File: config.mk
export PLATFORM = sky130hd
export DESIGN_NAME = cmf_front
export DESIGN_NICKNAME = d
export VERILOG_FILES = /design/src/hdl/frame_store_circle_mirror_copy_unit_macros.svh /design/src/hdl/cmf_pkg.sv /design/src/hdl/cmf_front.sv
export SDC_FILE = /design/constraint.sdc
export NUM_CORES = 1
export LEC_CHECK = 0
export ABC_AREA = 1
export BUFFER_PORTS_ARGS = -buffer_cell sky130_fd_sc_hd__buf_2
export CAP_MARGIN = 40
export CORE_AREA = 3 3 98 100
export DETAILED_ROUTE_END_ITERATION = 10
export DIE_AREA = 0 0 101 103
export PLACE_DENSITY = 0.64
export SLEW_MARGIN = 20
export SYNTH_ARGS = -nofsm -noshare
export SYNTH_HDL_FRONTEND = slang
export SYNTH_SLANG_ARGS = --single-unit
File: constraint.sdc
create_clock -name vclk -period 2.1
set_clock_uncertainty 0.2 [all_clocks]
set_input_delay 0.21 -clock vclk [all_inputs]
set_output_delay 0.21 -clock vclk [all_outputs]
set_load 0.01 [all_outputs]
File: src/hdl/frame_store_circle_mirror_copy_unit_macros.svh
// ----------------------------------------------------------------------------
// Assertion macros for the frame store unit
// Shorthand for the clocked, reset-qualified checks in the top level.
// ----------------------------------------------------------------------------
`ifndef FRAME_STORE_CIRCLE_MIRROR_COPY_UNIT_MACROS_SVH
`define FRAME_STORE_CIRCLE_MIRROR_COPY_UNIT_MACROS_SVH

// consequent must hold in the same cycle
`define CMF_ASSERT_SAME(label, clk, rst_n, ante, cons, msg) \
    label: assert property (@(posedge clk) disable iff (!rst_n) (ante) |-> (cons)) \
        else $error(msg);

// consequent must hold in the next cycle
`define CMF_ASSERT_NEXT(label, clk, rst_n, ante, cons, msg) \
    label: assert property (@(posedge clk) disable iff (!rst_n) (ante) |=> (cons)) \
        else $error(msg);

`endif

File: src/hdl/cmf_pkg.sv
// ----------------------------------------------------------------------------
// cmf_pkg
// Shared types and codes of the frame store unit.
// ----------------------------------------------------------------------------
`timescale 1ns / 1ps

package cmf_pkg;

    localparam logic [2:0] CMD_WRITE  = 3'd0;
    localparam logic [2:0] CMD_READ   = 3'd1;
    localparam logic [2:0] CMD_CIRCLE = 3'd2;
    localparam logic [2:0] CMD_MIRROR = 3'd3;
    localparam logic [2:0] CMD_COPY   = 3'd4;

    localparam logic [1:0] REG_FRAME_WIDTH  = 2'd0;
    localparam logic [1:0] REG_FRAME_HEIGHT = 2'd1;

    localparam int QUEUE_DEPTH = 2;

    typedef enum logic [2:0] {
        OP_NONE,
        OP_WRITE,
        OP_READ,
        OP_CIRCLE,
        OP_MIRROR,
        OP_COPY
    } t_op;

    typedef enum logic [3:0] {
        ST_IDLE,
        ST_START,
        ST_RD_WAIT,
        ST_CIRCLE,
        ST_M_RDP,
        ST_M_RDQ,
        ST_M_WRP,
        ST_M_WRQ,
        ST_C_RD,
        ST_C_WR,
        ST_C_RD2,
        ST_C_WR2,
        ST_DONE
    } t_state;

    typedef struct packed {
        logic [2:0]  cmd;
        logic [7:0]  x_start;
        logic [7:0]  y_start;
        logic [8:0]  x_end;
        logic [8:0]  y_end;
        logic [7:0]  dest_x;
        logic [7:0]  dest_y;
        logic [7:0]  radius;
        logic [7:0]  ring_width;
        logic [23:0] colour_a;
        logic [23:0] colour_b;
        logic        flag;
    } t_item;

    typedef struct packed {
        logic [23:0] pixel_value;
        logic        fault;
    } t_result;

    typedef struct packed {
        logic [8:0] w;
        logic [8:0] h;
    } t_geom;

    typedef struct packed {
        t_op   op;
        logic  fault;
        t_item item;
    } t_job;

endpackage

File: src/hdl/cmf_front.sv
// ----------------------------------------------------------------------------
// cmf_front
// Checks an incoming command against the frame and turns it into a job.
// ----------------------------------------------------------------------------
`timescale 1ns / 1ps

module cmf_front (
    input  cmf_pkg::t_item i_item,
    input  cmf_pkg::t_geom i_geom,
    output cmf_pkg::t_job  o_job
);
    import cmf_pkg::*;

    logic in_frame;
    logic box_ok;

    always_comb begin
        in_frame = ({1'b0, i_item.x_start} < i_geom.w) && ({1'b0, i_item.y_start} < i_geom.h);
        box_ok = ({1'b0, i_item.x_start} <= i_item.x_end)
              && ({1'b0, i_item.y_start} <= i_item.y_end)
              && (i_item.x_end <= i_geom.w) && (i_item.y_end <= i_geom.h);
    end

    always_comb begin
        o_job.item  = i_item;
        o_job.op    = OP_NONE;
        o_job.fault = 1'b1;
        unique case (i_item.cmd)
            CMD_WRITE: begin
                if (in_frame) begin
                    o_job.op    = OP_WRITE;
                    o_job.fault = 1'b0;
                end
            end
            CMD_READ: begin
                if (in_frame) begin
                    o_job.op    = OP_READ;
                    o_job.fault = 1'b0;
                end
            end
            CMD_CIRCLE: begin
                if (in_frame) begin
                    o_job.op    = OP_CIRCLE;
                    o_job.fault = 1'b0;
                end
            end
            CMD_MIRROR: begin
                if (box_ok) begin
                    o_job.op    = OP_MIRROR;
                    o_job.fault = 1'b0;
                end
            end
            CMD_COPY: begin
                if (box_ok) begin
                    o_job.op    = OP_COPY;
                    o_job.fault = 1'b0;
                end
            end
            default: begin
                o_job.op    = OP_NONE;
                o_job.fault = 1'b1;
            end
        endcase
    end

endmodule

# Yosys cells after proc, flatten, opt, wreduce, memory -nomap -nowiden
# Cells that the tools add are included.
[word_totals] ff_bits=0 input_bits=136 output_inout_bits=122 wordCells=21
[classes] n_lt_le_gt_ge=6 n_eq_ne=4 n_mux=6 n_reduce_logical=5
[ops] op="case mux 4 bit (5 select lines)" count=1
[ops] op="less-or-equal comparator 8 x 9 -> 1 bit" count=2
[ops] op="less-or-equal comparator 9 bit" count=2
[ops] op="< comparator 8 x 9 -> 1 bit" count=2
[ops] op="2-to-1 mux 4 bit" count=2
[ops] op="== test 3 x 2 -> 1 bit (second input constant)" count=2
[ops] op="2-to-1 mux 3 bit" count=2
[ops] op="logical AND 1 bit" count=4
[ops] op="== test 3 x 1 -> 1 bit (second input constant)" count=1
[ops] op="== test 3 bit (second input constant)" count=1
[ops] op="zero test 3 bit" count=1
[ops] op="2-to-1 mux 2 bit" count=1

# Longest topological paths before layout
[depth] depth_word=6 ltp_mapped=13 mapped_depth_nobuf=13

# Worst setup path after synthesis
# OpenSTA, ideal clock, no wires.
[synth_path] kind="in2out" from="in i_geom[17] in the netlist's numbering" to="out o_job[118] in the netlist's numbering" arrival_ns=1.237 t_required_ns=1.690 setup_slack_ns=0.453 path_stages=10 path_buffers=0 path_cell_list="inv_2 -> ha_1 -> nand2_2 -> nor2_4 -> nand4_1 -> nand3_1 -> nand2_1 -> nand2_2 -> nor2_2 -> a21oi_1"
[synth_lines] item="start: declaration" line="cmf_front.sv:9" text="input cmf_pkg::t_geom i_geom,"
[synth_lines] item="end: declaration" line="cmf_front.sv:10" text="output cmf_pkg::t_job o_job"

==> impl_summary.txt <==
----------------------------------------------------
[Status]
  Run status ... completed

[Power and ir drop]
  Sequential Power Share ... 0%
  Power Dens Cells ... 207 nW/um^2
  VDD IR max ... 0.0639 mV
  Gate power share ... 100.0%
  Cell leakage power ... 1.31 nW
  Net Sw Power ... 0.254 mW
  Share of total power in the clock network ... 0%
  Switching share of power ... 56.4%
  Cell-internal power ... 0.197 mW

[Yosys]
  Top-area cell type share of the netlist area ... 38.9%
  Portion of netlist area occupied by mux cells ... 0%
  Post-synth top cells ... sky130_fd_sc_hd__buf_4 (118), sky130_fd_sc_hd__nand2_1 (54), sky130_fd_sc_hd__ha_1 (48)
  Simple logic cell fraction of the synthesized area ... 19.7%
  Parity-gate share of the synthesized area counting xor and xnor cells ... 0%
  Leading post-synthesis cells by cell area ... sky130_fd_sc_hd__buf_4 (39%), sky130_fd_sc_hd__ha_1 (26%), sky130_fd_sc_hd__nand2_1 (8.9%)
  Dominant combinational cell family by area after synthesis ... buffers and inverters
  Post-Synthesis Mean Instance Area ... 6.67 sq um
  Synthesized-area fraction occupied by adder cells ... 26.4%
  Fraction of the mapped netlist area in compound gates ... 6.27%
  Cell variety after synth ... 21
  Net count after synthesis ... 525
  Cell type with the highest aggregate area in the netlist ... sky130_fd_sc_hd__buf_4
  Sequential area share after synthesis ... 0%
  Ys Warns ... 0
  Post-Syn Instances ... 341
  Post-synthesis instance area ... 2280 sq um
  Count leader, synth ... sky130_fd_sc_hd__buf_4

[Min path]
  Worst min-delay path category ... input pin to output port
  Min-delay src ... i_item[17]

[Layout]
  Net count, final ... 506
  Register area ... 0 sq um
  Total number of sequential cells ... 0
  Area growth from synthesis to final layout ... -4.12%
  Share of layout cells above drive strength 1 ... 42.5%
  Fillcell total ... 987
  Number of standard cells in the final layout excluding fillers ... 428
  Antenna diode count ... 0
  Clkbuf count ... 0

[Floorplan]
  Rows ... 34
  Area of the core region ... 8760 sq um
  Horizontal die dimension ... 101 um
  Initial standard-cell utilization of the core ... 26.0%
  Vertical die dimension ... 103 um
  Ports placed on the boundary ... 258
  Die Outline Area ... 10400 sq um

[Global routing]
  Remaining Overflow, GRT ... 0
  Global-route wire length before repair ... 7550 um
  GRT Resource Usage Total ... 8.61%
  Pin count of the biggest net entering global routing ... 6
  Vias in the first global route ... 1813
  Number of antenna violations at the first check in global routing ... 0

[Placed design]
  Post-DP HPWL ... 4520 um
  DP Worst Slack ... 53.7 ps
  Count of input and output buffers ... 96
  Global placement routability congestion ... 0.754
  Post-Place Cells ... 427

[Drt]
  Post-detailed-route via-to-cell ratio ... 4.27
  Via total after detailed routing ... 1826
  Violation count after the first detailed-routing iteration ... 26
  Routed len/inst ... 11.8 um
  Aggregate routed wire length ... 5040 um
  DR DRC count ... 0
  First-pass iteration count of the detailed router ... 4
  Post-DRT Antenna Nets ... 0

[Worst setup path]
  Crit path launch ... i_item[93]
  Critical path data arrival time ... 1570 ps
  Critical path's slowest cell ... sky130_fd_sc_hd__ha_4
  Endpoint of the most critical setup path ... o_job[118]
  Cell chain of the critical path ... buf_2, inv_1, ha_4, nand2_2, buf_4, nor2_1, nand3b_1, nand3_2, nand2_2, nand3_4, nor2_4, a21oi_1, buf_2
  Critical path fanouts, max ... 3
  Largest stage delay on the critical path ... 270 ps
  Bufs and invs on worst path ... 4
  Critical path start-end classification ... input pin to output port
  Total number of cells along the worst setup path ... 13
  Kind of cell adding the most delay to the critical path ... simple AND/OR/NAND/NOR gates
  Startpoint type of the worst setup path ... input pin
  Data required time at the worst endpoint ... 1690 ps
  Worst Setup End Kind ... output port

[STA]
  Hold violation count in the final report ... 0
  Final Worst Setup Slack ... 117 ps
  Slew HR ... 70.2%
  Achievable Freq ... 504 MHz
  Final-report max-slew violation count ... 0
  Setup TNS ... 0 ps
  Final setup violating endpoints ... 0
  Min Clock Period, post-route ... 1980 ps
  Tcrit/Tclk final ... 94.4%
  Measured slew at the worst slew-check pin ... 442 ps

[Run]
  Number of maximum-capacitance violations ... 0

----------------------------------------------------
==> kinds of logic (layout without fill, tap and decap cells) <==
logic type      after synthesis  count (layout)
buf+inv                     171             150
compound gates               26              26
fa+ha+maj                    48              48
simple gates                 96              96
==> timing repair <==
action	in CTS	in global routing
setup buffers	0	1
setup endpoints to repair	0	4
hold buffers	0	0
resized for setup	0	23
==> worst min path at each step <==
stage | endpoint | cells after the start
global route | o_job[17] | 0
floorplan | o_job[0] | 1
global placement | o_job[11] | 0
finish | o_job[17] | 0
CTS | o_job[11] | 0
detailed placement | o_job[11] | 0
==> power by group through the flow <==
stage | clock [mW] | sequential, mW | combinational (mW)
2_1_floorplan | 0 | 0 | 0.444
3_3_place_gp | 0 | 0 | 0.399
3_5_place_dp | 0 | 0 | 0.410
4_1_cts | 0 | 0 | 0.413
5_1_grt | 0 | 0 | 0.522
6_report | 0 | 0 | 0.451
==> cell type report <==
| cell class | instances | area, sq um | share of cell area (%) |
|---|---|---|---|
| Inverter | 53 | 199 | 9.12 |
| Multi-Input combinational cell | 170 | 1360 | 62.3 |
| Tap cell | 108 | 135 | 6.19 |
| Timing Repair Buffer | 97 | 488 | 22.4 |
==> cells in the final DEF (no fill, tap or decap), types with 3 or more instances in the layout <==
master,n
sky130_fd_sc_hd__a21oi_1,15
sky130_fd_sc_hd__buf_2,96
sky130_fd_sc_hd__ha_1,39
sky130_fd_sc_hd__ha_4,9
sky130_fd_sc_hd__inv_1,46
sky130_fd_sc_hd__inv_2,7
sky130_fd_sc_hd__nand2_1,48
sky130_fd_sc_hd__nand2_2,11
sky130_fd_sc_hd__nand3_1,7
sky130_fd_sc_hd__nand3_2,3
sky130_fd_sc_hd__nand4_1,4
sky130_fd_sc_hd__nor2_1,13
sky130_fd_sc_hd__nor2_4,3
==> routing by layer <==
layer | global-route usage [%] | part of all wire (%) | vias up
met5 | 0 | 0 | -
met4 | 1.64 | 1.6 | 0
met3 | 1.69 | 10 | 16
met2 | 17.3 | 51 | 123
met1 | 9.25 | 37 | 768
li1 | - | - | 919
==> per-stage QoR <==
| step | power (mW) | util [%] | hold WS, ps | cell area, sq um |
|---|---|---|---|---|
| finish | 0.451 | 24.9 | 220 | 2180 |
| global route | 0.522 | 24.9 | 220 | 2180 |
| CTS | 0.413 | 22.9 | 220 | 2010 |
| detailed placement | 0.410 | 22.9 | 220 | 2010 |
| global placement | 0.399 | 22.9 | 220 | 2010 |
| floorplan | 0.444 | - | 312 | 2280 |
(Power assumes the default switching activity.)
