===== src/hdl/frame_store_circle_mirror_copy_unit_macros.svh =====
// ----------------------------------------------------------------------------
// Assertion macros for the frame store unit
// Shorthand for the clocked, reset-qualified checks in the top level.
// ----------------------------------------------------------------------------
`ifndef FRAME_STORE_CIRCLE_MIRROR_COPY_UNIT_MACROS_SVH
`define FRAME_STORE_CIRCLE_MIRROR_COPY_UNIT_MACROS_SVH

// consequent must hold in the same cycle
`define CMF_ASSERT_SAME(label, clk, rst_n, ante, cons, msg) \
    label: assert property (@(posedge clk) disable iff (!rst_n) (ante) |-> (cons)) \
        else $error(msg);

// consequent must hold in the next cycle
`define CMF_ASSERT_NEXT(label, clk, rst_n, ante, cons, msg) \
    label: assert property (@(posedge clk) disable iff (!rst_n) (ante) |=> (cons)) \
        else $error(msg);

`endif


===== src/hdl/cmf_pkg.sv =====
// ----------------------------------------------------------------------------
// cmf_pkg
// Shared types and codes of the frame store unit.
// ----------------------------------------------------------------------------
`timescale 1ns / 1ps

package cmf_pkg;

    localparam logic [2:0] CMD_WRITE  = 3'd0;
    localparam logic [2:0] CMD_READ   = 3'd1;
    localparam logic [2:0] CMD_CIRCLE = 3'd2;
    localparam logic [2:0] CMD_MIRROR = 3'd3;
    localparam logic [2:0] CMD_COPY   = 3'd4;

    localparam logic [1:0] REG_FRAME_WIDTH  = 2'd0;
    localparam logic [1:0] REG_FRAME_HEIGHT = 2'd1;

    localparam int QUEUE_DEPTH = 2;

    typedef enum logic [2:0] {
        OP_NONE,
        OP_WRITE,
        OP_READ,
        OP_CIRCLE,
        OP_MIRROR,
        OP_COPY
    } t_op;

    typedef enum logic [3:0] {
        ST_IDLE,
        ST_START,
        ST_RD_WAIT,
        ST_CIRCLE,
        ST_M_RDP,
        ST_M_RDQ,
        ST_M_WRP,
        ST_M_WRQ,
        ST_C_RD,
        ST_C_WR,
        ST_C_RD2,
        ST_C_WR2,
        ST_DONE
    } t_state;

    typedef struct packed {
        logic [2:0]  cmd;
        logic [7:0]  x_start;
        logic [7:0]  y_start;
        logic [8:0]  x_end;
        logic [8:0]  y_end;
        logic [7:0]  dest_x;
        logic [7:0]  dest_y;
        logic [7:0]  radius;
        logic [7:0]  ring_width;
        logic [23:0] colour_a;
        logic [23:0] colour_b;
        logic        flag;
    } t_item;

    typedef struct packed {
        logic [23:0] pixel_value;
        logic        fault;
    } t_result;

    typedef struct packed {
        logic [8:0] w;
        logic [8:0] h;
    } t_geom;

    typedef struct packed {
        t_op   op;
        logic  fault;
        t_item item;
    } t_job;

endpackage


===== src/hdl/cmf_queue.sv =====
// ----------------------------------------------------------------------------
// cmf_queue
// Short job queue between the command front and the pixel engine.
// ----------------------------------------------------------------------------
`timescale 1ns / 1ps

module cmf_queue (
    input  logic          i_clk,
    input  logic          i_rst_n,
    input  logic          i_push,
    input  cmf_pkg::t_job i_data,
    output logic          o_full,
    input  logic          i_pop,
    output cmf_pkg::t_job o_data,
    output logic          o_empty
);
    import cmf_pkg::*;

    localparam int IW = (QUEUE_DEPTH > 1) ? $clog2(QUEUE_DEPTH) : 1;
    localparam int CW = $clog2(QUEUE_DEPTH + 1);

    t_job            r_mem [QUEUE_DEPTH];
    logic [IW-1:0]   r_wr, n_wr;
    logic [IW-1:0]   r_rd, n_rd;
    logic [CW-1:0]   r_cnt, n_cnt;
    logic            do_push;
    logic            do_pop;

    always_comb begin
        o_full  = (r_cnt == CW'(QUEUE_DEPTH));
        o_empty = (r_cnt == '0);
        do_push = i_push && !o_full;
        do_pop  = i_pop && !o_empty;
        o_data  = r_mem[r_rd];
        n_wr    = r_wr;
        n_rd    = r_rd;
        n_cnt   = r_cnt;
        if (do_push) begin
            n_wr = (r_wr == IW'(QUEUE_DEPTH - 1)) ? '0 : r_wr + 1'b1;
        end
        if (do_pop) begin
            n_rd = (r_rd == IW'(QUEUE_DEPTH - 1)) ? '0 : r_rd + 1'b1;
        end
        if (do_push && !do_pop) begin
            n_cnt = r_cnt + 1'b1;
        end else if (do_pop && !do_push) begin
            n_cnt = r_cnt - 1'b1;
        end
    end

    always_ff @(posedge i_clk) begin
        if (!i_rst_n) begin
            r_wr  <= '0;
            r_rd  <= '0;
            r_cnt <= '0;
        end else begin
            r_wr  <= n_wr;
            r_rd  <= n_rd;
            r_cnt <= n_cnt;
        end
    end

    always_ff @(posedge i_clk) begin
        if (do_push) begin
            r_mem[r_wr] <= i_data;
        end
    end

endmodule


===== config.mk =====
export PLATFORM = sky130hd
export DESIGN_NAME = cmf_queue
export DESIGN_NICKNAME = d
export VERILOG_FILES = /design/src/hdl/frame_store_circle_mirror_copy_unit_macros.svh /design/src/hdl/cmf_pkg.sv /design/src/hdl/cmf_queue.sv
export SDC_FILE = /design/constraint.sdc
export NUM_CORES = 1
export LEC_CHECK = 0
export ABC_AREA = 1
export BUFFER_PORTS_ARGS = -buffer_cell sky130_fd_sc_hd__buf_2
export CORE_MARGIN = 3
export CORE_UTILIZATION = 48
export CTS_CLUSTER_DIAMETER = 200
export DETAILED_ROUTE_END_ITERATION = 7
export MAX_ROUTING_LAYER = met4
export PLACE_DENSITY = 0.74
export SYNTH_ARGS = -nofsm -noshare
export SYNTH_HDL_FRONTEND = slang
export SYNTH_SLANG_ARGS = --single-unit

===== constraint.sdc =====
create_clock -name i_clk -period 9.8 [get_ports i_clk]
set_input_delay 0.49 -clock i_clk [delete_from_list [all_inputs] [get_ports i_clk]]
set_output_delay 0.49 -clock i_clk [all_outputs]
set_load 0.02 [all_outputs]

# Word level (Yosys, flattened, before mapping)
# Memory sizes are Yosys's and may differ from the RTL's. A register that Yosys moved wholly into a read port is not among the register bits.
# Cells that the tools add are included.
[word_totals]
reg_bits = 4
latch_bits = 0
ramBits = 244
romBits = 0
in_bits = 126
out_inout_bits = 124
n_memories = 1
[memory_table]
columns = ["memory", "depth", "width", "read_ports", "rd_ports_with_merged_regs", "write_ports", "line_no", "source"]
rows = [
  ["r_mem", 2, 122, 1, 1, 1, "cmf_queue.sv:22", "t_job r_mem [QUEUE_DEPTH];"],
]
[op_classes]
n_addsub = 4
multipliers = 0
div = 0
order_cmp = 0
n_eq_ne = 1
n_shift = 0
muxes = 8
bitwise_logic = 0
reduce_logical = 10
[op_table]
columns = ["cell", "count"]
rows = [
  ["1-bit two-way mux", 6],
  ["1-bit logical AND", 4],
  ["1-bit zero test", 4],
  ["2-bit two-way mux", 2],
  ["1-bit adder (second input constant)", 2],
  ["2-bit by 1-bit adder with 2-bit output (second input constant)", 1],
  ["2-bit == test (second input constant)", 1],
  ["2-bit zero test", 1],
  ["2-bit nonzero test", 1],
  ["2-bit by 1-bit subtractor with 2-bit output (second input constant)", 1],
]

# Longest topological paths before layout
# Gate-level depths: netlist of the first run.
[depth]
word_depth = 7
mapped_depth = 10
ltp_nobuf = 10

# Worst setup path before layout of the first run
# No wires, ideal clock.
[synth_timing]
path_type = "in2reg"
from = "input port i_push"
to = "memory r_mem[0][0] (netlist name), enable pin"
setup_time_ns = 0.605
t_arrival_ns = 5.716
required_ns = 9.195
setup_slack_ns = 3.479
stages = 2
path_buffers = 0
cell_sequence = "o21ai_0 > nor2_1"
[synth_via]
elab_chain_cells = 3
[synth_rtl]
columns = ["item", "line_no", "source"]
rows = [
  ["from (decl)", "cmf_queue.sv:10", "input logic i_push,"],
  ["1-bit logical AND", "cmf_queue.sv:32", "do_push = i_push && !o_full;"],
  ["1-bit two-way mux", "cmf_queue.sv:64", "if (do_push) begin"],
  ["1-bit two-way mux (not written as such)", "cmf_queue.sv:65", "r_mem[r_wr] <= i_data;"],
  ["to (decl)", "cmf_queue.sv:22", ""],
]
# Every way passes these cells.

==> results of run 1 <==
==> flip-flops by register name (all words and copies together), names as in the netlist, named ones only <==
name,cells
r_mem,244
r_cnt,2
r_rd,1
r_wr,1
==> kinds of logic (layout without fill, tap and decap cells) <==
| logic type | count (synthesis) | after routing | share of synthesized area |
|---|---|---|---|
| DFF | 249 | 249 | 0.7919 |
| other | 0 | 4 | 0 |
| buffers and inverters | 23 | 308 | 0.01814 |
| AOI/OAI and AO/OA | 4 | 4 | 0.002133 |
| muxes | 122 | 122 | 0.1785 |
| and+or+nand+nor | 19 | 19 | 0.008004 |
| adders and majority gates | 1 | 1 | 0.001334 |
==> worst reg2reg max path: cells and delay by family (launching register included) <==
kind,cells,cell delay [ns]
AO/OA/AOI/OAI,1,0.65
flip-flops,1,0.36
adder cells (fa/ha/maj),1,0.37
AND/OR/NAND/NOR,3,0.26
buffers and inverters,4,0.34
==> metal layers <==
| metal | vias to the layer above | GRT usage | part of all wire |
|---|---|---|---|
| met2 | 195 | 0.2698 | 0.51 |
| met4 | 0 | 0.05556 | 0.028 |
| li1 | 2182 | - | - |
| met5 | - | - | 0 |
| met1 | 2337 | 0.2000 | 0.38 |
| met3 | 40 | 0.04391 | 0.079 |
==> cells in the final DEF, fill, tap and decap left out <==
master / count
edfxtp_1: 244
dfxtp_4: 1
buf_2: 249
clkbuf_16: 27
nor2_4: 2
nand3_1: 1
nand2_1: 6
ha_1: 1
clkinv_2: 2
mux2_2: 42
buf_4: 5
diode_2: 4
mux2_4: 80
clkinv_1: 8
inv_8: 1
nor2_1: 9
inv_1: 9
a21oi_1: 1
clkbuf_1: 7
nand4_1: 1
o21ai_0: 3
dfxtp_1: 4
==> power by group through the flow <==
stage	sequential (W)	clock (W)	combinational, W
floorplan	0.00142	0	0.000597
global placement	0.00143	0	0.000776
detailed placement	0.00145	0	0.000790
CTS	0.00142	0.000888	0.000793
global route	0.00144	0.000939	0.000828
finish	0.00142	0.000863	0.000781
==> through the flow <==
step / util / worst slack [ns]
detailed placement: 0.5735 / 6.691
finish: 0.6137 / 6.187
CTS: 0.6132 / 6.131
global route: 0.6137 / 5.978
floorplan: - / 3.479
global placement: 0.5735 / 6.719
==> worst paths after layout <==
kind	startpoint	endpoint	slack [ns]
hold reg to reg	r_rd$_SDFFE_PN0P_	register	0.52
setup / recovery	register	o_data[99]	6.19
hold / removal	i_data[112]	r_mem[1][112]$_DFFE_PP_	0.16
setup reg to reg	r_cnt[1]$_SDFFE_PN0P_	r_cnt[1]$_SDFFE_PN0P_	7.76
==> layout make-up <==
class                      count  area, sq um  area share
inverter                       9        33.78    0.002904
tap                          260        325.3     0.02796
sequential                   249         7431      0.6387
clock buffer                  34        701.9     0.06034
timing repair buffer         254         1284      0.1103
antenna                        4        10.01   0.0008604
multi-input combinational    146         1797      0.1544
clock inverter                11        51.30    0.004410
==> metrics.txt, run 1 <==
Die ar. 21250 sq um; vias 4754; critical path's top delay family buffers and inverters; Cells after Synth 418; DR iter-0 viols 191; cts repair resizes 0; Placed Cells 918; RSZ-0062 raised after global routing false; VDD IR max 0.1538 mV; final cell count without fillers 967; Ports 250; number of global-route vias before repair 5062; area share of the leading cell type in the synthesized netlist 0.7812; Port Buffers 249; CTS root buf clkbuf_16; GPL Wtd Cong 0.7373; slowest CP cell dfxtp_4; DRC viols 0; minimum clock period 3.613 ns; CORE AREA 18960 sq um; Sink Count 249; hold slack 0.1586 ns; CP Depth 3; Worst Tran Pin Value 1.097 ns; initial antenna violation count 4; Worst Path Buf+Inv 2; Syn Area/Cell 22.44 sq um; Die Wd 145.8 um; Nets 813; top cells by count, synth edfxtp_1, mux2_4, mux2_2; register area share after synthesis 0.7919; Final period util 0.3686; placement row count 50; drt total wl 17570 um; clock slew seen by the registers of the worst setup and hold paths 0.06 ns; Hold WC Path Type in -> reg; Finished Cell Area 11630 sq um; top_reg_cell synth edfxtp_1; Longest Clk Path Bufs 3; Vias/cell 4.916; cts hold-fix bufs 0; TritonCTS clock tree yes; Leak 4.513 nW; sw frac 0.2867; sequential group share of total power 0.464; leading area contributor after synthesis edfxtp_1; synthesized flop and latch total 249; initial core utilization 0.4948; global route overflow 0; maxcap violations 0; first-pass GRT wire length 27260 um; Synth area leaders edfxtp_1, mux2_4, mux2_2; Worst path max stage delay 1.04 ns; synthesized cell area 9379 sq um; Int Pwr 0.002186 W; Slew Viols, Final 0; CP endpoint kind output pin; status finished clean; DP Wirelength 11710 um; worst-case reg-to-reg path depth 9; Clock Power Share 0.281; Crit Path Class reg -> out; fmax 276.8 MHz; cell depth of the worst hold path 1; Layout Skew 0.02030 ns; TritonRoute pass-1 iters 4; CTS H-Tree Depth 1; Post-DRT Antenna Nets 0; Post-synth ARST share 0; pin count of the biggest net entering global routing 71; Syn. warnings 0; Sum Neg Setup Slack 0 ns; Syn Nets 545; total track usage 0.1647; Die H 145.8 um; Placed Area 10870 sq um; crit path cell chain buf_4 -> mux2_2 -> buf_2; clk_lat worst skew 0.51 ns; CTS Buf Count 26; Area growth syn-to-layout 24.04%; final total power 0.003064 W; Pwr Density 263.4 nW/um^2; share of post-route cells with drive strength above 1 0.5818; Logic pwr share 0.255; final hold vios 0; most frequent cell after synthesis edfxtp_1; Post-synth EDFFs 244; switching power 0.0008784 W; CP required 9.31 ns; post-CTS setup buffers 0; Cell variety after synth 15; FILL cells 1380; peak fanout along the critical path 70; Rel. slew slack 0.2686; setup violators final 0; crit path launch type register; Worst Path Arrival 3.12 ns; DR WL/cell 18.17 um
No activity file was read; power rests on OpenSTA's default activity.
==> run 2, diff against run 1 <==
- CORE_UTILIZATION: 48 -> 47
- PLACE_DENSITY: 0.74 -> 0.75
- clock period: 9.8 -> 3.25 ns (I/O delays scaled with it)
==> run 2 against run 1 <==
Net effect: final cell count up 13%; non-clock buffer count up 123; final area up 11%; clock skew down 0.013 ns; register-to-register slack worse by 6.5 ns; first-iteration DRC count up 19%; utilization up 5.0 points; global-route usage up 1.2 points; largest power group unchanged.
==> metrics.txt, run 2 (synthesis results as in run 1) <==
DRC viols 0 (unchanged); global route overflow 0 (unchanged); most frequent cells in the layout buf_2, edfxtp_1, dlygate4sd3_1, mux2_4, mux2_2; Worst Path Arrival 2.14 ns (-0.98 ns); minimum clock period 2.307 ns; Top reg by flops r_mem; first-pass GRT wire length 29750 um (+9.2%); number of global-route vias before repair 5722 (+13%); final hold vios 0 (unchanged); CTS root buf clkbuf_16; RSZ-0062 raised after global routing false; commonest non-fill, non-tap cell in the layout buf_2; Die H 147.3 um (+1.0%); vias 5245 (+10%); CTS H-Tree Depth 1 (unchanged); Core Util, Final 0.6640 (+0.05025); setup violators final 0 (unchanged); Slew Viols, Final 0 (unchanged); DR WL/cell 17.63 um (-3.0%); Leak 5.061 nW (+12%); final cell count without fillers 1091 (+13%); CP required 3.09 ns (-6.22 ns); fmax 433.4 MHz; pin count of the biggest net entering global routing 123 (+73%); Longest Clk Path Bufs 3 (unchanged); DR iter-0 viols 228 (+19%); Hold WC Path Type in -> reg; placement row count 51 (+2.0%); total track usage 0.1769 (+0.01215); clk_lat worst skew 0.51 ns (about the same); initial core utilization 0.4803 (-0.01446); Sum Neg Setup Slack 0 ns (unchanged); Finished Cell Area 12960 sq um (+11%); Sink Count 249 (unchanged); maxcap violations 0 (unchanged); DP Wirelength 11530 um (-1.6%); hold slack 0.09764 ns (-0.06095 ns); Nets 935 (+15%); TritonRoute pass-1 iters 4 (unchanged); Clock Power Share 0.296 (+0.015); Ports 250 (unchanged); TritonCTS clock tree yes; share of post-route cells with drive strength above 1 0.4988 (-0.08300); Die ar. 21690 sq um (+2.0%); Post-DRT Antenna Nets 0 (unchanged); sw frac 0.2834 (-0.003308); Logic pwr share 0.270 (+0.015); Seq. cell area 7431 sq um (unchanged); FILL cells 1326 (-3.9%); drt total wl 19240 um (+9.5%); switching power 0.002734 W (+210%); Final period util 0.7099; clock slew seen by the registers of the worst setup and hold paths 0.06 ns (about the same); crit path launch type register; Vias/cell 4.808 (-2.2%); Crit Path Class reg -> out; Int Pwr 0.006914 W (+220%); GPL Wtd Cong 0.7172 (-2.7%); initial antenna violation count 0 (-4); VDD IR max 0.6240 mV (+310%); Area growth syn-to-layout 38.23%; Worst R2R Setup Slack 1.25 ns (-6.51 ns); multi-input combinational cell area 1797 sq um (unchanged); max FFs per register 244 (unchanged); Die Wd 147.3 um (+1.0%); CORE AREA 19530 sq um (+3.0%); Diodes inserted 0 (-4); sequential group share of total power 0.433 (-0.031); Worst Tran Pin Value 0.8424 ns (-0.2547 ns); largest registers r_mem x244, r_cnt x2; Pwr Density 744.1 nW/um^2 (+180%); Rel. slew slack 0.4384 (+0.1698); Placed Cells 923 (+0.54%); cts repair resizes 0 (unchanged); peak fanout along the critical path 122 (+74%); Layout Skew 0.007074 ns (-0.01323 ns); CTS Buf Count 25 (-3.8%); Port Buffers 249 (unchanged); Placed Area 10910 sq um (+0.40%); status finished clean; CP endpoint kind output pin
## run 2: final cells by class
cell class,instances,share of cell area
repair buffers,377,0.1969
clock inverters,16,0.01380
inverters,9,0.002606
flip-flops and latches,249,0.5732
multi-input cells,146,0.1386
well taps,265,0.02557
clock buffers,29,0.04941
## run 2: through the flow
step,total power (W),setup slack [ns]
2_1_floorplan,0.006054,-0.9483
3_3_place_gp,0.006676,1.426
3_5_place_dp,0.006753,1.271
4_1_cts,0.009722,0.9133
5_1_grt,0.01003,0.8501
6_report,0.009647,0.9427
## run 2: worst paths after layout
| path | startpoint | to | cells after the start |
|---|---|---|---|
| worst max-delay path | register | o_data[103] | 3 |
| worst min-delay path | i_pop | register | 5 |
| worst max register to register | r_cnt[1]$_SDFFE_PN0P_ | r_cnt[1]$_SDFFE_PN0P_ | 8 |
| worst min register to register | r_rd$_SDFFE_PN0P_ | register | 2 |
## run 2: timing repair
item	4_1_cts	5_1_grt
buffers inserted	0	0
hold buffers	123	0
hold endpoints to repair	249	0
## run 2: metal layers
metal / track usage / vias to the layer above / part of all wire
li1: - / 2414 / -
met3: 0.04997 / 40 / 0.077
met1: 0.2018 / 2579 / 0.37
met5: - / - / 0
met4: 0.05172 / 0 / 0.026
met2: 0.3065 / 212 / 0.52
## run 2: power by group through the flow
stage | Combinational [W] | Clock, W | Sequential (W)
after global placement | 0.00247 | 0 | 0.00421
after CTS | 0.00263 | 0.00291 | 0.00418
after global routing | 0.00277 | 0.00305 | 0.00422
final | 0.00261 | 0.00286 | 0.00418
after floorplan | 0.00180 | 0 | 0.00425
after detailed placement | 0.00251 | 0 | 0.00424
## run 2: worst max-delay path: stages, from the launching register on
cell     delay, ns
dfxtp_4       0.35
buf_12        0.59
mux2_2        0.43
buf_2         0.17
==> run 3, diff against run 2 <==
- CORE_UTILIZATION: 47 -> 48
- PLACE_DENSITY: 0.75 -> 0.74
- clock period: 3.25 -> 2.2 ns (I/O delays scaled with it)
==> run 3 against run 2 <==
Net effect: count of clock-buffer cells in the layout is 2 higher; critical path type unchanged; flip-flop and latch count stayed put; first-iteration DRC count is 14% higher; final cell count hardly changed; hold slack worse by 0.066 ns; utilization is 2.2 points higher; global-route usage is 0.89 points higher; clock skew is 0.0061 ns higher; critical path depth stayed put.
==> metrics.txt, run 3 (synthesis results as in run 1) <==
Die ar. 21250 sq um (-2.0%); GR Util met1 0.2286 (+0.02677); Post-DRT Antenna Nets 0 (unchanged); Clock Power Share 0.280 (-0.016); Hold WC Path Type in -> reg; largest registers r_mem x244, r_cnt x2; Finished Cell Area 13000 sq um (+0.25%); Int Pwr 0.01005 W (+45%); TritonRoute pass-1 iters 4 (unchanged); Seq. cell area 7435 sq um (about the same); Top reg by flops r_mem; post-CTS setup buffers 0 (unchanged); total track usage 0.1857 (+0.008858); Rel. slew slack 0.7248 (+0.2864); sw frac 0.2863 (+0.002965); CP required 2.09 ns (-1.00 ns); GPL Wtd Cong 0.7520 (+4.9%); DR iter-0 viols 260 (+14%); Worst path max stage delay 0.40 ns (-0.19 ns); Die H 145.8 um (-1.0%); final hold vios 0 (unchanged); CP endpoint kind output pin; DRC viols 0 (unchanged); status finished clean; TritonCTS clock tree yes; met2 usage 0.3070 (+0.0005965); Crit Path Class reg -> out; sequential group share of total power 0.440 (+0.007); Sink Count 249 (unchanged); Layout Skew 0.01317 ns (+0.006098 ns); global-route met3 utilization 0.04391 (-0.006058); first-pass GRT wire length 30720 um (+3.2%); FILL cells 1209 (-8.8%); drt total wl 19700 um (+2.4%); clock slew seen by the registers of the worst setup and hold paths 0.06 ns (about the same); busiest grt layer met2; Logic pwr share 0.279 (+0.009); vias 5267 (+0.42%); VDD IR max 0.6756 mV (+8.3%); Ports 250 (unchanged); max FFs per register 244 (unchanged); slowest CP cell mux2_2; placement row count 50 (-2.0%); initial core utilization 0.4948 (+0.01446); crit path launch type register; Vias/cell 4.832 (+0.51%); Worst Tran Pin Value 0.4128 ns (-0.4296 ns); Area growth syn-to-layout 38.58%; CORE AREA 18960 sq um (-2.9%); critical path's top delay family buffers and inverters; fmax 519.7 MHz; Longest Clk Path Bufs 3 (unchanged); Placed Area 10990 sq um (+0.70%); Placed Cells 922 (-0.11%); Port Buffers 249 (unchanged); crit path cell chain buf_12 -> mux2_2 -> buf_2; Die Wd 145.8 um (-1.0%); peak fanout along the critical path 49 (-60%); Worst Path Arrival 1.81 ns (-0.33 ns); multi-input combinational cell area 1808 sq um (+0.63%); global route overflow 0 (unchanged); Pwr Density 1083 nW/um^2 (+46%); CTS H-Tree Depth 1 (unchanged); commonest non-fill, non-tap cell in the layout buf_2; CTS Buf Count 26 (+4.0%); Slew Viols, Final 0 (unchanged); final cell count without fillers 1090 (-0.092%); RSZ-0062 raised after global routing false; pin count of the biggest net entering global routing 70 (-43%); maxcap violations 0 (unchanged); DR WL/cell 18.07 um (+2.5%); share of post-route cells with drive strength above 1 0.5090 (+0.01026); Worst Path Buf+Inv 2 (unchanged); setup violators final 0 (unchanged); Final period util 0.8746; number of global-route vias before repair 5652 (-1.2%); DP Wirelength 11900 um (+3.2%); most frequent cells in the layout buf_2, edfxtp_1, dlygate4sd3_1, mux2_4, mux2_2; minimum clock period 1.924 ns; Nets 940 (+0.53%); Leak 5.088 nW (+0.55%); initial antenna violation count 1 (+1); CTS root buf clkbuf_16; clk_lat worst skew 0.51 ns (about the same); switching power 0.004031 W (+47%)
## run 3: power by group through the flow
stage	Clock (W)	Combinational (W)	Sequential, W
after floorplan	0	0.00268	0.00625
after global placement	0	0.00372	0.00623
after detailed placement	0	0.00377	0.00629
after CTS	0.00405	0.00396	0.00619
after global routing	0.00425	0.00417	0.00625
final	0.00394	0.00393	0.00620
## run 3: final cells by class
cell class | count | share of cell area
Tap cell | 260 | 0.02503
Inverter | 9 | 0.002599
Clock inverter | 13 | 0.006353
Multi-Input combinational cell | 146 | 0.1391
Sequential cell | 249 | 0.5720
Antenna cell | 1 | 0.0001925
Clock buffer | 31 | 0.05314
Timing Repair Buffer | 381 | 0.2016
## run 3: repair_timing
item	in CTS	in global routing
hold buffers	123	0
hold endpoints to repair	249	0
gates resized for setup	0	0
## run 3: tightest hold or removal path, cell delays in order
cell and delay, ns:
buf_2 0.12, o21ai_4 0.10, o21ai_0 0.09, nor2_1 0.08
## run 3: metal layers
layer,vias up,wire [um]
met2,224,9981
met3,38,1370
met5,-,0
li1,2427,-
met4,0,480
met1,2578,7865
## run 3: final timing paths
check	from	end	slack, ns	cells past startpoint
hold / removal	i_push	r_wr$_SDFFE_PN0P_	0.03	4
hold reg to reg	r_rd$_SDFFE_PN0P_	r_rd$_SDFFE_PN0P_	0.50	2
setup reg to reg	r_cnt[1]$_SDFFE_PN0P_	r_cnt[1]$_SDFFE_PN0P_	0.76	9
setup / recovery	register	o_data[99]	0.28	3
## run 3: stage by stage
stage               worst slack [ns]  hold WS (ns)    util  TNS (ns)  power (W)
detailed placement            0.7550        0.3019  0.5798         0    0.01006
global route                  0.2127       0.03952  0.6857         0    0.01467
finish                        0.2759       0.03162  0.6857         0    0.01408
floorplan                    -0.5006        0.2089       -   -119.76   0.008932
global placement              0.8093        0.2970  0.5798         0   0.009951
CTS                           0.2668       0.01775  0.6855         0    0.01420
